[config.mk]
export PLATFORM = sky130hd
export DESIGN_NAME = itpfr_ctrl
export DESIGN_NICKNAME = d
export VERILOG_FILES = /design/src/hw/rtl/itpfr_pkg.sv /design/src/hw/rtl/itpfr_ctrl.sv
export SDC_FILE = /design/constraint.sdc
export NUM_CORES = 1
export LEC_CHECK = 0
export ABC_AREA = 0
export BUFFER_PORTS_ARGS = -buffer_cell sky130_fd_sc_hd__buf_2
export CORE_ASPECT_RATIO = 0.5
export CORE_MARGIN = 8
export CORE_UTILIZATION = 45
export CTS_CLUSTER_SIZE = 8
export DETAILED_ROUTE_END_ITERATION = 7
export PLACE_DENSITY = 0.67
export SETUP_SLACK_MARGIN = 0.4
export SYNTH_ARGS = -nofsm -noshare
export SYNTH_HDL_FRONTEND = slang
export SYNTH_SLANG_ARGS = --single-unit
[constraint.sdc]
create_clock -name i_clk -period 6.28 [get_ports i_clk]
set_input_delay 1.256 -clock i_clk [delete_from_list [all_inputs] [get_ports i_clk]]
set_output_delay 1.256 -clock i_clk [all_outputs]
set_load 0.03 [all_outputs]
[src/hw/rtl/itpfr_pkg.sv]
package itpfr_pkg;

    localparam int FRAME_BYTES_DEF = 64;
    localparam int FUNC_W = 2;
    localparam int DATA_W = 8;
    localparam int IDX_W = 6;
    localparam int EV_W = 3;
    localparam int LEN_W = 7;
    localparam int TMO_W = 16;
    localparam logic [TMO_W-1:0] TIMEOUT_RESET = 16'd1000;

    typedef enum logic [FUNC_W-1:0] {
        FN_BYTE    = 2'd0,
        FN_TICK    = 2'd1,
        FN_RELEASE = 2'd2,
        FN_READ    = 2'd3
    } t_func;

    typedef enum logic [EV_W-1:0] {
        EV_NONE      = 3'd0,
        EV_FRAME     = 3'd1,
        EV_DROP_FULL = 3'd2,
        EV_RX_ERR    = 3'd3,
        EV_DROP_OFF  = 3'd4,
        EV_READ      = 3'd5
    } t_event;

    typedef enum logic [2:0] {
        FILL_IDLE   = 3'b001,
        FILL_FIRST  = 3'b010,
        FILL_SECOND = 3'b100
    } t_fill;

    typedef struct packed {
        t_func              func;
        logic [DATA_W-1:0]  rx_byte;
        logic               rx_error;
        logic               buffer_select;
        logic [IDX_W-1:0]   read_index;
    } t_item;

    typedef struct packed {
        t_event             ev;
        logic               frame_buffer;
        logic [LEN_W-1:0]   frame_length;
        logic [1:0]         valid_mask;
        logic               busy;
        logic               rd_hit;
    } t_result;

endpackage

[src/hw/rtl/itpfr_ctrl.sv]
module itpfr_ctrl
    import itpfr_pkg::*;
#(
    parameter int FRAME_BYTES = FRAME_BYTES_DEF,
    parameter int AW = $clog2(2 * FRAME_BYTES)
) (
    input  logic              i_clk,
    input  logic              i_rst_n,
    input  logic              i_step,
    input  t_item             i_item,
    input  logic [TMO_W-1:0]  i_timeout,
    output t_result           o_res,
    output logic              o_wr_en,
    output logic [AW-1:0]     o_wr_addr,
    output logic [DATA_W-1:0] o_wr_data,
    output logic              o_rd_en,
    output logic [AW-1:0]     o_rd_addr
);

    localparam int CW = (FRAME_BYTES > 2) ? $clog2(FRAME_BYTES) : 1;
    localparam logic [CW-1:0] LAST_POS = CW'(FRAME_BYTES - 1);
    localparam logic [LEN_W-1:0] FULL_LEN = LEN_W'(FRAME_BYTES);
    localparam logic [AW-1:0] BUF1_BASE = AW'(FRAME_BYTES);

    t_fill             r_fill, n_fill;
    logic [1:0]        r_valid, n_valid;
    logic [LEN_W-1:0]  r_len [2];
    logic [LEN_W-1:0]  n_len [2];
    logic [CW-1:0]     r_count, n_count;
    logic [TMO_W-1:0]  r_idle, n_idle;
    logic              r_run, n_run;
    logic              r_off, n_off;

    logic              commit_en;
    logic              commit_buf;
    logic [LEN_W-1:0]  commit_len;
    logic              cur_buf;
    logic [TMO_W-1:0]  idle_inc;

    assign cur_buf  = (r_fill == FILL_SECOND);
    assign idle_inc = r_idle + TMO_W'(1);

    always_comb begin
        n_fill     = r_fill;
        n_valid    = r_valid;
        n_len      = r_len;
        n_count    = r_count;
        n_idle     = r_idle;
        n_run      = r_run;
        n_off      = r_off;
        commit_en  = 1'b0;
        commit_buf = 1'b0;
        commit_len = '0;
        o_res      = '0;
        o_res.ev   = EV_NONE;
        o_wr_en    = 1'b0;
        o_wr_addr  = '0;
        o_wr_data  = i_item.rx_byte;
        o_rd_en    = 1'b0;
        o_rd_addr  = AW'(i_item.read_index) + (i_item.buffer_select ? BUF1_BASE : '0);

        if (i_step) begin
            unique case (i_item.func)
                FN_BYTE: begin
                    if (r_off) begin
                        o_res.ev = EV_DROP_OFF;
                    end else begin
                        n_idle = '0;
                        n_run  = 1'b1;
                        if (i_item.rx_error) begin
                            n_fill   = FILL_IDLE;
                            n_count  = '0;
                            o_res.ev = EV_RX_ERR;
                        end else begin
                            unique case (r_fill)
                                FILL_IDLE: begin
                                    if (!r_valid[0]) begin
                                        o_wr_en   = 1'b1;
                                        o_wr_addr = '0;
                                        n_fill    = FILL_FIRST;
                                        n_count   = CW'(1);
                                    end else if (!r_valid[1]) begin
                                        o_wr_en   = 1'b1;
                                        o_wr_addr = BUF1_BASE;
                                        n_fill    = FILL_SECOND;
                                        n_count   = CW'(1);
                                    end else begin
                                        n_count  = '0;
                                        o_res.ev = EV_DROP_FULL;
                                    end
                                end
                                FILL_FIRST, FILL_SECOND: begin
                                    o_wr_en   = 1'b1;
                                    o_wr_addr = AW'(r_count) + (cur_buf ? BUF1_BASE : '0);
                                    if (r_count == LAST_POS) begin
                                        commit_en  = 1'b1;
                                        commit_buf = cur_buf;
                                        commit_len = FULL_LEN;
                                    end else begin
                                        n_count = r_count + CW'(1);
                                    end
                                end
                                default: begin
                                    n_fill  = FILL_IDLE;
                                    n_count = '0;
                                end
                            endcase
                        end
                    end
                end
                FN_TICK: begin
                    if (r_run) begin
                        n_idle = idle_inc;
                        if (idle_inc >= i_timeout) begin
                            if (r_fill != FILL_IDLE && r_count != '0) begin
                                commit_en  = 1'b1;
                                commit_buf = cur_buf;
                                commit_len = LEN_W'(r_count);
                            end else begin
                                n_run   = 1'b0;
                                n_idle  = '0;
                                n_fill  = FILL_IDLE;
                                n_count = '0;
                            end
                        end
                    end
                end
                FN_RELEASE: begin
                    n_valid[i_item.buffer_select] = 1'b0;
                    n_off = 1'b0;
                end
                FN_READ: begin
                    o_res.ev           = EV_READ;
                    o_res.frame_buffer = i_item.buffer_select;
                    o_res.frame_length = r_len[i_item.buffer_select];
                    if (32'(i_item.read_index) < FRAME_BYTES) begin
                        o_rd_en      = 1'b1;
                        o_res.rd_hit = 1'b1;
                    end
                end
                default: begin
                    o_res.ev = EV_NONE;
                end
            endcase

            if (commit_en) begin
                n_valid[commit_buf] = 1'b1;
                n_len[commit_buf]   = commit_len;
                n_off               = 1'b1;
                n_run               = 1'b0;
                n_idle              = '0;
                n_fill              = FILL_IDLE;
                n_count             = '0;
                o_res.ev            = EV_FRAME;
                o_res.frame_buffer  = commit_buf;
                o_res.frame_length  = commit_len;
            end
        end

        o_res.valid_mask = n_valid;
        o_res.busy       = n_off;
    end

    always_ff @(posedge i_clk) begin
        if (!i_rst_n) begin
            r_fill   <= FILL_IDLE;
            r_valid  <= '0;
            r_len[0] <= '0;
            r_len[1] <= '0;
            r_count  <= '0;
            r_idle   <= '0;
            r_run    <= 1'b0;
            r_off    <= 1'b0;
        end else begin
            r_fill   <= n_fill;
            r_valid  <= n_valid;
            r_len[0] <= n_len[0];
            r_len[1] <= n_len[1];
            r_count  <= n_count;
            r_idle   <= n_idle;
            r_run    <= n_run;
            r_off    <= n_off;
        end
    end

endmodule

=== Word-level counts from Yosys, hierarchy flattened ===
Cells that the tools add are included.

* Equal/unequal tests: 15
* Bitwise gates (word level): 5
* Reductions and logical operators: 13
* Order comparisons: 8
* Muxes and demuxes: 103
* $add $sub $neg: 4

{| class="wikitable"
|+ Operator list
! cell !! number
|-
| $mux W7 || 17
|-
| $mux W16 || 5
|-
| $mux W6 || 10
|-
| $mux W1 || 35
|-
| $pmux W16 S2 || 1
|-
| $pmux W7 S2 || 2
|-
| $mux W3 || 9
|-
| $pmux W6 S2 || 2
|-
| $mux W11 || 2
|-
| $pmux W3 S2 || 3
|-
| $add A16 B1 Y16 const B || 1
|-
| $ge A16 B16 Y1 || 1
|-
| $mux W2 || 8
|-
| $add A6 B7 Y7 || 2
|-
| $bwmux W14 || 1
|-
| $ne A3 B3 Y1 const B || 4
|-
| $mux W8 || 1
|-
| $pmux W1 S2 || 4
|-
| $reduce_and A8 Y1 || 1
|-
| $demux W7 S1 || 1
|-
| $reduce_and A7 Y1 || 1
|-
| $add A6 B1 Y6 const B || 1
|-
| $eq A6 B6 Y1 const B || 1
|-
| $ne A6 B6 Y1 const B || 1
|-
| 25 further kinds || 34
|}

* Logic and storage cells: 156
* Input port bits: 37
* Output and inout port bits: 39
* Bits in registers: 43

=== Depth between registers and ports, before layout ===
* Word-level depth: 14
* Mapped depth: 17
* Gate-level depth less buffers: 14

=== Worst setup path after synthesis ===
No wires, ideal clock.

* Path kind: reg-to-output
* Start: register r_idle[0]
* End: output port o_res[14] in the netlist's numbering
* Cell stages (with the launch flop): 15
* Data required time: 5,024 ps
* Buffers on the path: 1
* Data arrival time: 4,200 ps
* Slack: 824 ps
* Cell sequence: dfxtp_1 -> ha_1 -> nand3_1 -> nor3_1 -> and3_1 -> clkbuf_1 -> nand3_1 -> xnor2_1 -> ha_1 -> nand4_1 -> nor3_1 -> or4_4 -> o31ai_2 -> nand2_1 -> nor4_1

{| class="wikitable"
|+ RTL lines
! element !! RTL line !! source
|-
| start, declared || itpfr_ctrl.sv:30 || <nowiki>logic [TMO_W-1:0] r_idle, n_idle;</nowiki>
|-
| start signal, assigned || itpfr_ctrl.sv:180 || <nowiki>r_idle <= n_idle;</nowiki>
|-
| end, declared || itpfr_ctrl.sv:12 || <nowiki>output t_result o_res,</nowiki>
|}

==> metrics.md <==
| Metric | Value |
|---|---|
| Max VDD drop | `93.0 µV` |
| Die H | `77.4 µm` |
| Clock latency on the worst-skew pair | `0.29 ns` |
| DRT iter0 DRCs | `220` |
| Layout cell share with drive strength beyond 1 | `18.4%` |
| Number of max-cap violations | `0` |
| Post-Synthesis Cells | `434` |
| Worst setup margin | `0.727 ns` |
| Critical R2R Launch | `r_idle[2]` |
| RSZ-0062 raised after global routing | `no` |
| WL final | `8.27 mm` |
| Critical Path Start | `r_idle[2]` |
| Placed cell count | `539` |
| Netlist cell types | `61` |
| Critical path type | `reg -> out` |
| Initial Util | `46.3%` |
| N_diodes | `0` |
| Global-route wire length before repair | `13.9 mm` |
| Minimum clock period | `5.55 ns` |
| Worst Tran Pin Value | `1.04 ns` |
| Synthesized area | `0.00339 mm²` |
| Post-Syn Nets | `494` |
| Die area | `0.0107 mm²` |
| Io pins | `76` |
| Crit Path Max Fanout | `15` |
| Reg-to-reg slack, setup | `1.92 ns` |
| Levels on crit path | `14` |
| CP required | `5.02 ns` |
| Crit path DAT | `4.30 ns` |
| Setup crit end | `o_res[2]` |
| Overall Power | `590 µW` |
| Slowest cell on crit path | `or4_4` |
| Reg2reg end | `r_idle[11]` |
| Gp weighted congestion | `0.941` |
| Post-synth top area share | `25.4%` |
| Drt drc | `0` |
| DRT antenna net count | `0` |
| Slew HR | `30.9%` |
| Htree depth | `2` |
| Non-Filler Instances | `548` |
| Min Hold Slack | `0.462 ns` |
| Routed vias/inst | `5.62` |
| Core ar. | `0.00732 mm²` |
| Area delta synth->final | `9.70%` |
| Max Slew Vio Count | `0` |
| Outcome | `finished clean` |
| Ranking of synthesized cells by area | `dfxtp_1 (25%), ha_1 (8.5%), nand2_1 (7.2%)` |
| DR WL/cell | `15.1 µm` |
| Vias in the first global route | `2868` |
| Cell Chain, Critical Path | `nand3_1 -> nor3_2 -> and3_1 -> nand3_1 -> xnor2_1 -> ha_1 -> nand4_1 -> nor3_1 -> or4_4 -> o31a_4 -> o211ai_4 -> nand2_2 -> nand2_1 -> buf_2` |
| CTS tree | `done` |
| Crit path top cell by count | `nand3_1` |
| Largest net degree at the start of global routing | `64` |
| FMAX | `180 MHz` |
| P per Cell Area | `158 mW/mm²` |
| Most frequent cell after synthesis | `nand2_1` |
| Register area share after synthesis | `25.4%` |
| I/O Buffers | `47` |
| Worst Path Buf+Inv | `1` |
| Drt pass-1 iters | `5` |
| CTS root buffer | `clkbuf_16` |
| Setup TNS | `0 ns` |
| Worst Setup Start Kind | `flip-flop` |
| Crit-path leading delay family | `simple AND/OR/NAND/NOR gates` |
| Most common library cells after synthesis | `nand2_1 (65), dfxtp_1 (43), inv_1 (26)` |
| Class of the worst hold path | `reg -> reg` |
| Final hold vios | `0` |
| Number of hold buffers added after CTS | `0` |
| DP HPWL | `6.09 mm` |
| Fin crit share | `88.4%` |
| Longest Clk Path Bufs | `2` |
| Worst path max stage delay | `0.53 ns` |
| Mean Syn Cell Area | `7.82 µm²` |
| Register-to-Register Path Depth | `13` |
| Crit. End Element | `output pin` |
| Pre-CTS setup slack | `0.706 ns` |
| # clock sinks | `43` |
| Nets | `513` |
| Initial antenna violation count | `0` |
| Clock Skew | `0.00440 ns` |
| Worst-path clk slew | `0.06 ns` |
| Endpoints failing setup | `0` |
| Std-Cell Rows | `22` |
| Grt total ovfl | `0` |
| DR vias | `3081` |
| GR Util All Layers | `15.2%` |
| Largest area contributor in the netlist | `dfxtp_1` |
| Ys async rst share | `0%` |
| FF+latch count, synth | `43` |
| Post-synth EDFFs | `0` |
| Leak Pwr | `0.00156 µW` |
| TritonCTS Buffers | `5` |
| Synth Flop Type | `dfxtp_1` |
| Die X | `139 µm` |
| Yosys Warn Count | `0` |
[layer usage]
| metal | vias to the layer above | global-route usage (%) | routed length (µm) |
|---|---|---|---|
| li1 | 1568 | - | - |
| met1 | 1405 | 21.4 | 4310 |
| met2 | 94 | 22.4 | 3340 |
| met3 | 14 | 3.36 | 494 |
| met4 | 0 | 5.10 | 124 |
| met5 | - | 0 | 0 |
[worst register-to-register path, cell delays in order, from the launching register on]
cell and delay (ns):
dfxtp_1 0.45, nand3_1 0.22, nor3_2 0.31, and3_1 0.32, nand3_1 0.13, xnor2_1 0.26
ha_1 0.31, nand4_1 0.15, nor3_1 0.07, or4_4 0.53, nor3_1 0.36, o211a_1 0.67
nand2_2 0.29, o22ai_1 0.21
[flip-flops by register name, indices dropped and copies added (netlist names)]
register  count
r_off         1
r_len        14
r_fill        3
r_idle       16
r_valid       2
r_run         1
r_count       6
[where the power goes]
part	total [µW]	internal (µW)	switching, µW
Sequential	276	274	1.91
Clock	246	143	103
Combinational	67.6	23.8	43.8
Total	590	441	148
[cell type report]
class	count	area, µm²
fillers	739	3600
multi-input cells	326	2250
flip-flops and latches	43	861
repair buffers	50	258
clock buffers	6	129
well taps	96	120
inverters	27	101
[worst min-delay path by stage]
| stage | start | cells after the start | end | slack [ns] |
|---|---|---|---|---|
| floorplan | r_len[0] | 2 | r_len[0] | 0.43 |
| global placement | r_len[1] | 2 | r_len[1] | 0.45 |
| detailed placement | r_len[2] | 2 | r_len[2] | 0.45 |
| CTS | r_len[5] | 2 | r_len[5] | 0.46 |
| global route | r_len[5] | 2 | r_len[5] | 0.48 |
| finish | r_len[2] | 2 | r_len[2] | 0.46 |
[stage by stage]
stage                     util [%]  instance area (µm²)
final                         50.8                 3720
after global routing          50.8                 3720
after CTS                     49.9                 3650
after detailed placement      48.1                 3520
after global placement        48.1                 3520
after floorplan                  -                 3390
[cell usage in the layout (no fill, tap or decap), drive strengths merged, types with 2 or more instances in the layout]
cell / instances
a2111oi: 2
a211oi: 2
a21boi: 7
a21oi: 24
a31oi: 3
a32o: 10
and2: 13
and3: 9
buf: 50
clkbuf: 6
dfxtp: 43
ha: 23
inv: 26
mux2i: 14
nand2: 68
nand2b: 4
nand3: 23
nand3b: 10
nand4: 3
nor2: 11
nor2b: 2
nor3: 10
nor3b: 2
nor4: 10
nor4b: 2
o21a: 2
o21ai: 20
o21bai: 6
o22ai: 12
or2: 5
xnor2: 10
xor2: 5
[timing repair]
item	4_1_cts	5_1_grt
setup buffers	0	3
pin swaps	0	1
resized for setup	1	9
setup endpoints to repair	2	11
[kinds of logic after synthesis]
group           after synthesis  share of synthesized area, %
buf+inv                      65                          9.73
simple gates                175                          27.0
compound gates               98                          21.1
fa+ha+maj                    23                          8.48
flops                        43                          25.4
mux                          15                          4.46
xor+xnor                     15                          3.87
No activity file was read; power rests on OpenSTA's default activity.
