**src/hw/rtl/itpfr_ram.sv**
```systemverilog
module itpfr_ram #(
    parameter int WIDTH = 8,
    parameter int DEPTH = 128
) (
    input  logic                     i_clk,
    input  logic                     i_wr_en,
    input  logic [$clog2(DEPTH)-1:0] i_wr_addr,
    input  logic [WIDTH-1:0]         i_wr_data,
    input  logic                     i_rd_en,
    input  logic [$clog2(DEPTH)-1:0] i_rd_addr,
    output logic [WIDTH-1:0]         o_rd_data
);

    logic [WIDTH-1:0] r_mem [DEPTH];
    logic [WIDTH-1:0] r_rd_data;

    always_ff @(posedge i_clk) begin
        if (i_wr_en) begin
            r_mem[i_wr_addr] <= i_wr_data;
        end
        if (i_rd_en) begin
            r_rd_data <= r_mem[i_rd_addr];
        end
    end

    assign o_rd_data = r_rd_data;

endmodule

```
**config.mk**
```make
export PLATFORM = sky130hd
export DESIGN_NAME = itpfr_ram
export DESIGN_NICKNAME = d
export VERILOG_FILES = /design/src/hw/rtl/itpfr_ram.sv
export SDC_FILE = /design/constraint.sdc
export NUM_CORES = 1
export LEC_CHECK = 0
export BUFFER_PORTS_ARGS = -buffer_cell sky130_fd_sc_hd__clkbuf_2
export CORE_ASPECT_RATIO = 1.5
export CORE_MARGIN = 1.5
export CORE_UTILIZATION = 35
export DETAILED_ROUTE_END_ITERATION = 8
export PLACE_DENSITY_LB_ADDON = 0.2
export SLEW_MARGIN = 20
export SYNTH_ARGS = -nofsm -noshare
export SYNTH_HDL_FRONTEND = slang
export SYNTH_SLANG_ARGS = --single-unit
```
**constraint.sdc**
```tcl
create_clock -name i_clk -period 3.33 [get_ports i_clk]
set_input_delay 0.666 -clock i_clk [delete_from_list [all_inputs] [get_ports i_clk]]
set_output_delay 0.666 -clock i_clk [all_outputs]
set_load 0.05 [all_outputs]
```
# == Word level (Yosys, flattened, before mapping) ==
# Memory sizes are Yosys's and may differ from the RTL's. A register that Yosys moved wholly into a read port is not among the register bits.
# Cells that the tools add are included.
# totals
regBits,0
ram_bits,1024
inputBits,25
output_inout_bits,8
wordCells,3
mem_count,1
# mem_list
memory,depth,width,read_ports,rd_clocked_by_memory_dff,write_ports,line_no,text
r_mem,128,8,1,1,1,14,logic [WIDTH-1:0] r_mem [DEPTH];
# op_classes
mux,2
# op_table
cell,n
$mux W1,2

# == Depth between registers and ports, before layout ==
# Gate-level depths: netlist of run 1.
# depth
ltp_word,2
mapped_depth,7
depth_no_buf,4

# == Worst setup path before layout of run 1 ==
# Ideal clock, no wire load.
# synth_timing
kind,in2reg
start,input port i_rd_addr[0]
end,"register r_rd_data[0] (netlist: o_rd_data[0]) (read register of r_mem), data pin"
setup_time_ps,260
arrival_ps,3050
required_ps,3070
setup_slack_ps,21
cell_stages,6
n_path_buf,2
path_cell_list,clkbuf_1 buf_1 mux4_2 mux4_2 mux4_2 mux2_2
# synth_lines
element,line_no,text
"start, declared",10,"input logic [$clog2(DEPTH)-1:0] i_rd_addr,"
"end, declared",15,logic [WIDTH-1:0] r_rd_data;

==> results of run 1 <==
## layout make-up
class / count / area, sq um / area share (%)
Clock buffer: 113 / 2510 / 5.36
Clock inverter: 63 / 728 / 1.56
Multi-Input combinational cell: 514 / 8350 / 17.9
Sequential cell: 1032 / 31000 / 66.3
Tap cell: 1453 / 1820 / 3.89
Timing Repair Buffer: 259 / 2370 / 5.07
## stage by stage
| stage | power, mW | cells |
|---|---|---|
| 3_3_place_gp | 16.2 | 3258 |
| 4_1_cts | 27.6 | 3434 |
| 3_5_place_dp | 16.3 | 3258 |
| 6_report | 27.3 | 3434 |
| 5_1_grt | 28.1 | 3434 |
| 2_1_floorplan | 15.4 | 1635 |
## cells by family after synthesis
logic type	Yosys count	synth area share, %
buf+inv	89	1.01
flops	1032	78.0
mux	344	19.3
simple gates	170	1.75
## synthesized netlist by cell type
library cell     n
edfxtp_1      1032
nor2_1         122
nand2_1         14
nand3_1         12
nand4_1          3
buf_6            1
nand2b_1         2
buf_2           15
or3_1            1
buf_4           11
nor2b_1          7
mux2_2           8
nor3_1           9
buf_1           18
mux4_2         336
clkbuf_1        44
## flip-flops by register name, summed over array words and instances (netlist names)
name,cells
o_rd_data,8
r_mem,1024
## path summary, 6_finish.rpt
kind | cells past startpoint | end | slack (ps)
worst max-delay path | 7 | o_rd_data[3]$_DFFE_PP_ | 410
worst min-delay path | 1 | r_mem[55][7]$_DFFE_PP_ | 470
worst max register to register | 4 | o_rd_data[7]$_DFFE_PP_ | 670
worst min register to register | 4 | o_rd_data[2]$_DFFE_PP_ | 1230
## cells in the final DEF, fill, tap and decap left out, drive strengths merged
| cell type | n |
|---|---|
| nand4 | 3 |
| nor2b | 7 |
| mux4 | 336 |
| inv | 4 |
| clkbuf | 133 |
| clkinvlp | 5 |
| buf | 239 |
| nor3 | 9 |
| or3 | 1 |
| nand2b | 2 |
| nand3 | 12 |
| nand2 | 14 |
| bufinv | 14 |
| clkinv | 40 |
| edfxtp | 1032 |
| nor2 | 122 |
| mux2 | 8 |
## power groups by stage
| stage | combinational [mW] | clock [mW] | sequential [mW] |
|---|---|---|---|
| 2_1_floorplan | 0.726 | 0 | 14.7 |
| 3_3_place_gp | 1.57 | 0 | 14.7 |
| 3_5_place_dp | 1.59 | 0 | 14.7 |
| 4_1_cts | 1.59 | 11.7 | 14.4 |
| 5_1_grt | 1.62 | 12.1 | 14.4 |
| 6_report | 1.54 | 11.4 | 14.4 |
## routing by layer
layer	share of wire [%]	wire length, um	up-vias
met1	39	40400	9904
met3	3.5	3640	106
met4	2.3	2400	4
met5	0.024	25	-
met2	55	56800	414
li1	-	-	7560
## critical path, delay by kind of cell
kind | cells | cell delay, ps
buffers and inverters | 3 | 680
muxes | 4 | 1950
==> qor.csv, run 1 <==
metric;value;unit
grt_max_degree;129;
worstSetupStartpointType;input pin;
clk_latency;700;ps
cp_slowest_cell;mux4_2;
finalWorstSetupSlack;413;ps
diodes;0;
critPathMaxFanout;18;
worstSetupPathType;input pin to flop;
clock_skew;22.5;ps
cts_root_buffer;clkbuf_16;
syn_avg_cell_area;24.3;sq um
synth.top_cells.by_area;edfxtp_1, mux4_2, nor2_1;
slew_headroom;37.1;%
cts_tree;built;
p_sw_share;21.3;%
cts_resized;0;
leakage;14.6;nW
htreeDepth;3;
cts_sinks;1032;
gr-usage-all-layers;18.1;%
path_clk_slew;60;ps
place_area;0.0435;sq mm
post-cts-setup-buffers;0;
max_freq;343;MHz
fp.dieArea;0.116;sq mm
yosys.area.top_type;edfxtp_1;
peakVddDrop;0.410;mV
vias_per_cell;5.24;
post_drt_wl_per_cell;30.1;um
vias;18000;
final_hold_viol_count;0;
ys_types;16;
ys_seq_area_share;78.0;%
crit_top_cell;mux4_2;
drt_iter0_drc;1509;
cp-end-kind;flop;
required;3760;ps
synth-seq-cells;1032;
crit_arrival;3350;ps
place_ws;-328;ps
fin_area;0.0468;sq mm
p_seq_share;52.7;%
clkPwrFrac;41.7;%
cts_buffers;96;
fp-row-count;151;
cp_cell_sequence;buf_8 > buf_12 > buf_12 > mux4_2 > mux4_2 > mux4_2 > mux2_2;
syn_inst;1635;
grt_use_met2;33.3;%
clk_path_buf_depth;3;
gp_congestion;0.784;
hpwl;67900;um
cp-startpoint;i_rd_addr[0];
port-buffer-count;32;
rsz0062_at_grt;false;
dr.pass1.iters;5;
setup_viol;0;
synth_area;0.0397;sq mm
top_usage_layer;met2;
max_stage_delay;580;ps
overflow;0;
route.detailed.drc;0;
maxCapViolCount;0;
layout.nets;1928;
num_io_pins;33;
antenna_left;0;
grt_pass1_vias;19100;
power_switching;5.82;mW
nFillCells;9632;
holdBufCountCts;0;
r2r-start;r_mem[26][7]$_DFFE_PP_;
die_h;416;um
power_density;584;mW/mm^2
synth_top_cell_area_share;78.0;%
finalCriticalPeriod;2920;ps
tightest_slew;940;ps
drt-total-wl;103000;um
status;finished clean;
start_util;35.2;%
core;0.113;sq mm
maxSlewViolCount;0;
setup_tns;0;ps
grt_pass1_wl;147000;um
p_int;21.5;mW
use_met3;2.26;%
period_share;87.6;%
ys_warn_count;0;
die_x;278;um
synth_nets;1660;
layout-drive-gt1-share;37.8;%
antenna_found_initial;3;
areaGrowthSynthToFinish;17.7;%
whs;465;ps
min_from;i_wr_data[7];
use_met1;22.2;%
min_path_type;input pin to flop;
final_util;41.5;%
p_comb_share;5.6;%
Power figures use the tool's default switching activity.
==> run 2: changes to the inputs <==
--- a/config.mk
+++ b/config.mk
@@ -11,6 +11,7 @@
 export CORE_UTILIZATION = 35
 export DETAILED_ROUTE_END_ITERATION = 8
 export PLACE_DENSITY_LB_ADDON = 0.2
+export REMOVE_ABC_BUFFERS = 1
 export SLEW_MARGIN = 20
 export SYNTH_ARGS = -nofsm -noshare
 export SYNTH_HDL_FRONTEND = slang
==> run 2 against run 1 <==
Die area did not move; utilization fell by 0.23 points; power fell by 2.0%; sequential power barely moved; fmax fell by 0.81%; non-clock buffer count fell by 8; routed wire length fell by 1.3%; first-iteration DRC count fell by 5.0%; register-to-register slack barely moved; via count rose by 0.24%; setup slack got worse by 24 ps; clock skew fell by 0.75 ps; critical path type unchanged.
==> qor.csv, run 2 (same netlist as run 1, synthesis figures left out) <==
metric;value;unit;change
status;finished clean;;
core;0.113;sq mm;unchanged
leakage;14.5;nW;-0.99%
min_path_type;input pin to flop;;
tightest_slew;941;ps;+0.944 ps
die_x;278;um;unchanged
final_common_cell;edfxtp_1;;
slew_headroom;37.0;%;-0.063 points
gr-usage-all-layers;18.0;%;-0.14 points
post_drt_wl_per_cell;29.8;um;-1.0%
place_area;0.0434;sq mm;-0.22%
dr.pass1.iters;6;;+1
power;26.8;mW;-2.0%
cp-end-kind;flop;;
areaGrowthSynthToFinish;17.0;%;
cts_resized;0;;unchanged
peakVddDrop;0.547;mV;+33%
worstSetupStartpointType;input pin;;
power_density;575;mW/mm^2;-1.5%
cp-startpoint;i_rd_addr[0];;
grt_pass1_vias;19300;;+0.74%
rsz0062_at_grt;false;;
antenna_found_initial;4;;+1
final-seq-area;0.0310;sq mm;unchanged
vias;18000;;+0.24%
grt_pass1_wl;147000;um;-0.45%
fp-row-count;151;;unchanged
final_util;41.2;%;-0.23 points
r2r-start;r_mem[78][1]$_DFFE_PP_;;
clk_path_buf_depth;3;;unchanged
required;3760;ps;about the same
cts_root_buffer;clkbuf_16;;
die_h;416;um;unchanged
nFillCells;9658;;+0.27%
worstSetupPathType;input pin to flop;;
diodes;0;;unchanged
htreeDepth;3;;unchanged
layout-drive-gt1-share;36.8;%;-0.99 points
setup_tns;0;ps;unchanged
critPathMaxFanout;16;;-2
gp_congestion;0.782;;-0.33%
setup_viol;0;;unchanged
drt_iter0_drc;1433;;-5.0%
layout.nets;1920;;-0.41%
maxSlewViolCount;0;;unchanged
crit_arrival;3380;ps;+30 ps
path_clk_slew;70;ps;about the same
final_hold_viol_count;0;;unchanged
post-cts-setup-buffers;0;;unchanged
start_util;35.2;%;unchanged
finalWorstSetupSlack;389;ps;-23.7 ps
antenna_left;0;;unchanged
multi_input_comb_area;0.00835;sq mm;unchanged
vias_per_cell;5.26;;+0.50%
finalCriticalPeriod;2940;ps;+23.7 ps
drt-total-wl;102000;um;-1.3%
overflow;0;;unchanged
cts_buffers;96;;unchanged
period_share;88.3;%;+0.71 points
maxCapViolCount;0;;unchanged
min_from;i_wr_data[7];;
fp.dieArea;0.116;sq mm;unchanged
largest_reg_flops;1024;;unchanged
port-buffer-count;32;;unchanged
cts_sinks;1032;;unchanged
top_register;r_mem;;
final_cell_mix;edfxtp_1, mux4_2, buf_4;;
whs;445;ps;-20.7 ps
grt_max_degree;97;;-25%
hpwl;68800;um;+1.3%
route.detailed.drc;0;;unchanged
fin_area;0.0465;sq mm;-0.56%
clock_skew;21.7;ps;-0.748 ps
num_io_pins;33;;unchanged
clk_latency;680;ps;-20 ps
max_freq;340;MHz;-0.81%
placed_cells;3250;;-0.25%
cts_tree;built;;
fin_cells;3425;;-0.26%
holdBufCountCts;0;;unchanged
place_ws;-269;ps;+59.4 ps
run 2: layout make-up:
cell class / count / share of cell area (%)
Sequential cell: 1032 / 66.6
Multi-Input combinational cell: 514 / 18.0
Clock buffer: 120 / 5.50
Timing Repair Buffer: 251 / 4.89
Tap cell: 1453 / 3.91
Clock inverter: 55 / 1.11
run 2: worst paths after layout:
check	end	cells past startpoint	slack (ps)
max	o_rd_data[1]$_DFFE_PP_	7	390
max reg2reg	o_rd_data[1]$_DFFE_PP_	4	670
min	r_mem[122][7]$_DFFE_PP_	1	440
min reg2reg	o_rd_data[1]$_DFFE_PP_	4	1210
run 2: power by group:
group	switching, mW	total [mW]	internal [mW]
clock network	4.72	10.9	6.14
logic	0.911	1.54	0.625
registers	0.0205	14.4	14.4
total	5.65	26.8	21.1
run 2: per-layer routing:
layer,GRT usage (%),vias up,wire length (um)
met3,2.62,122,3980
met5,0,-,55
met2,34.2,398,57900
met1,20.9,9955,37800
met4,4.73,8,2210
li1,-,7548,-
run 2: worst max-delay path, stage by stage:
cell and delay [ps]:
buf_8 170, buf_12 210, buf_12 190, mux4_2 570
mux4_2 580, mux4_2 620, mux2_2 300
==> run 3: changes to the inputs <==
--- a/config.mk
+++ b/config.mk
@@ -9,6 +9,7 @@
 export CORE_ASPECT_RATIO = 1.5
 export CORE_MARGIN = 1.5
 export CORE_UTILIZATION = 35
+export CTS_BUF_LIST = sky130_fd_sc_hd__clkbuf_2 sky130_fd_sc_hd__clkbuf_4 sky130_fd_sc_hd__clkbuf_8
 export DETAILED_ROUTE_END_ITERATION = 8
 export PLACE_DENSITY_LB_ADDON = 0.2
 export REMOVE_ABC_BUFFERS = 1
==> constraint.sdc (replaced) <==
create_clock -name i_clk -period 3.3 [get_ports i_clk]
set_input_delay 0.66 -clock i_clk [delete_from_list [all_inputs] [get_ports i_clk]]
set_output_delay 0.66 -clock i_clk [all_outputs]
set_load 0.05 [all_outputs]
==> run 3 against run 2 <==
Via count increased by 2.4%; largest cell class unchanged; die area unchanged; count of clock-buffer cells in the layout increased by 78; largest power group unchanged.
==> qor.csv, run 3 (same netlist as run 1, synthesis figures left out) <==
metric;value;unit;change
min_path_type;input pin to flop;;
dr.pass1.iters;5;;-1
die_x;278;um;unchanged
max_freq;377;MHz;
layout.nets;1970;;+2.6%
critPathMaxFanout;11;;-5
htreeDepth;4;;+1
p_seq_share;55.4;%;+1.7 points
clk_path_buf_depth;3;;unchanged
cts_tree;built;;
peakVddDrop;0.404;mV;-26%
drt_iter0_drc;1445;;+0.84%
grt_pass1_wl;149000;um;+1.4%
clkPwrFrac;38.8;%;-1.8 points
period_share;80.4;%;
fp-row-count;151;;unchanged
top_register;r_mem;;
p_int;20.4;mW;-3.5%
status;finished clean;;
vias_per_cell;5.25;;-0.21%
fin_cells;3514;;+2.6%
regToRegSetupSlack;710;ps;+40 ps
path_clk_slew;70;ps;about the same
num_io_pins;33;;unchanged
core;0.113;sq mm;unchanged
vias;18500;;+2.4%
cp-end-kind;flop;;
worstSetupStartpointType;input pin;;
gp_congestion;0.795;;+1.7%
power_density;566;mW/mm^2;-1.6%
fp.dieArea;0.116;sq mm;unchanged
p_sw_share;22.3;%;+1.2 points
clock_skew;33.8;ps;+12.1 ps
r2r-start;r_mem[102][7]$_DFFE_PP_;;
required;3910;ps;+150 ps
grt_max_degree;129;;+33%
rsz0062_at_grt;false;;
cts_resized;0;;unchanged
slew_headroom;38.0;%;+0.97 points
placed_cells;3243;;-0.22%
post_drt_wl_per_cell;29.5;um;-0.81%
p_comb_share;5.9;%;+0.2 points
grt_pass1_vias;19700;;+2.2%
port-buffer-count;32;;unchanged
leakage;14.5;nW;about the same
setup_viol;0;;unchanged
final_common_cell;edfxtp_1;;
antenna_found_initial;4;;unchanged
cp-startpoint;i_rd_addr[0];;
drt-total-wl;104000;um;+1.8%
largest_reg_flops;1024;;unchanged
worstSetupPathType;input pin to flop;;
crit_arrival;3260;ps;-120 ps
final_cell_mix;edfxtp_1, mux4_2, buf_4;;
finalCriticalPeriod;2650;ps;
cts_sinks;1032;;unchanged
cts_buffers;153;;+59%
holdBufCountCts;0;;unchanged
power;26.2;mW;-2.0%
antenna_left;0;;unchanged
clk_latency;860;ps;+180 ps
nFillCells;9691;;+0.34%
finalWorstSetupSlack;646;ps;+257 ps
r2r_end;o_rd_data[7]$_DFFE_PP_;;
tightest_slew;927;ps;-14.4 ps
areaGrowthSynthToFinish;16.5;%;
power_switching;5.84;mW;+3.4%
endpoint;o_rd_data[7]$_DFFE_PP_;;
hpwl;68700;um;-0.26%
final_hold_viol_count;0;;unchanged
die_h;416;um;unchanged
place_ws;-265;ps;+3.25 ps
start_util;35.2;%;unchanged
gr-usage-all-layers;18.3;%;+0.35 points
overflow;0;;unchanged
maxSlewViolCount;0;;unchanged
rr_worst_depth;4;;unchanged
route.detailed.drc;0;;unchanged
cts_root_buffer;clkbuf_8;;
post-cts-setup-buffers;0;;unchanged
setup_tns;0;ps;unchanged
layout-drive-gt1-share;39.6;%;+2.9 points
maxCapViolCount;0;;unchanged
final_util;41.1;%;-0.18 points
-- run 3: worst min-delay path by stage --
stage / startpoint / endpoint / slack (ps) / cells after the start
final: i_wr_data[0] / r_mem[10][0]$_DFFE_PP_ / 280 / 1
after CTS: i_wr_data[0] / r_mem[31][0]$_DFFE_PP_ / 210 / 1
after floorplan: i_wr_data[0] / r_mem[0][0]$_DFFE_PP_ / 760 / 0
after global placement: i_wr_data[0] / r_mem[14][0]$_DFFE_PP_ / 1120 / 1
after detailed placement: i_wr_data[0] / r_mem[14][0]$_DFFE_PP_ / 1130 / 1
after global routing: i_wr_data[0] / r_mem[31][0]$_DFFE_PP_ / 250 / 1
-- run 3: layout make-up --
cell class,count,area (sq um),share of cell area [%]
timing repair buffer,244,2200,4.74
antenna,5,12.5,0.0270
multi-input combinational,514,8350,18.0
clock buffer,198,2460,5.30
tap,1453,1820,3.93
sequential,1032,31000,66.9
clock inverter,68,483,1.04
-- run 3: power groups by stage --
stage,sequential (mW),combinational (mW),clock [mW]
finish,14.5,1.54,10.2
global placement,14.8,1.56,0
CTS,14.5,1.58,10.4
detailed placement,14.8,1.58,0
global route,14.5,1.61,10.9
floorplan,14.8,0.556,0
-- run 3: per-stage QoR --
step | hold slack [ps] | area [sq um]
detailed placement | 1130 | 43400
finish | 277 | 46300
global route | 247 | 46300
floorplan | 759 | 39300
global placement | 1120 | 43400
CTS | 206 | 46300
-- run 3: layer usage --
metal | global-route usage, % | up-vias | wire length [um]
met5 | 0 | - | 45
met4 | 7.59 | 6 | 3970
met3 | 3.15 | 162 | 4170
met2 | 33.1 | 503 | 56300
met1 | 21.4 | 10100 | 39300
li1 | - | 7663 | -
-- run 3: critical path, stage by stage --
cell    delay, ps
buf_8         110
buf_4         220
buf_4         300
mux4_2        530
mux4_2        540
mux4_2        570
mux2_2        300
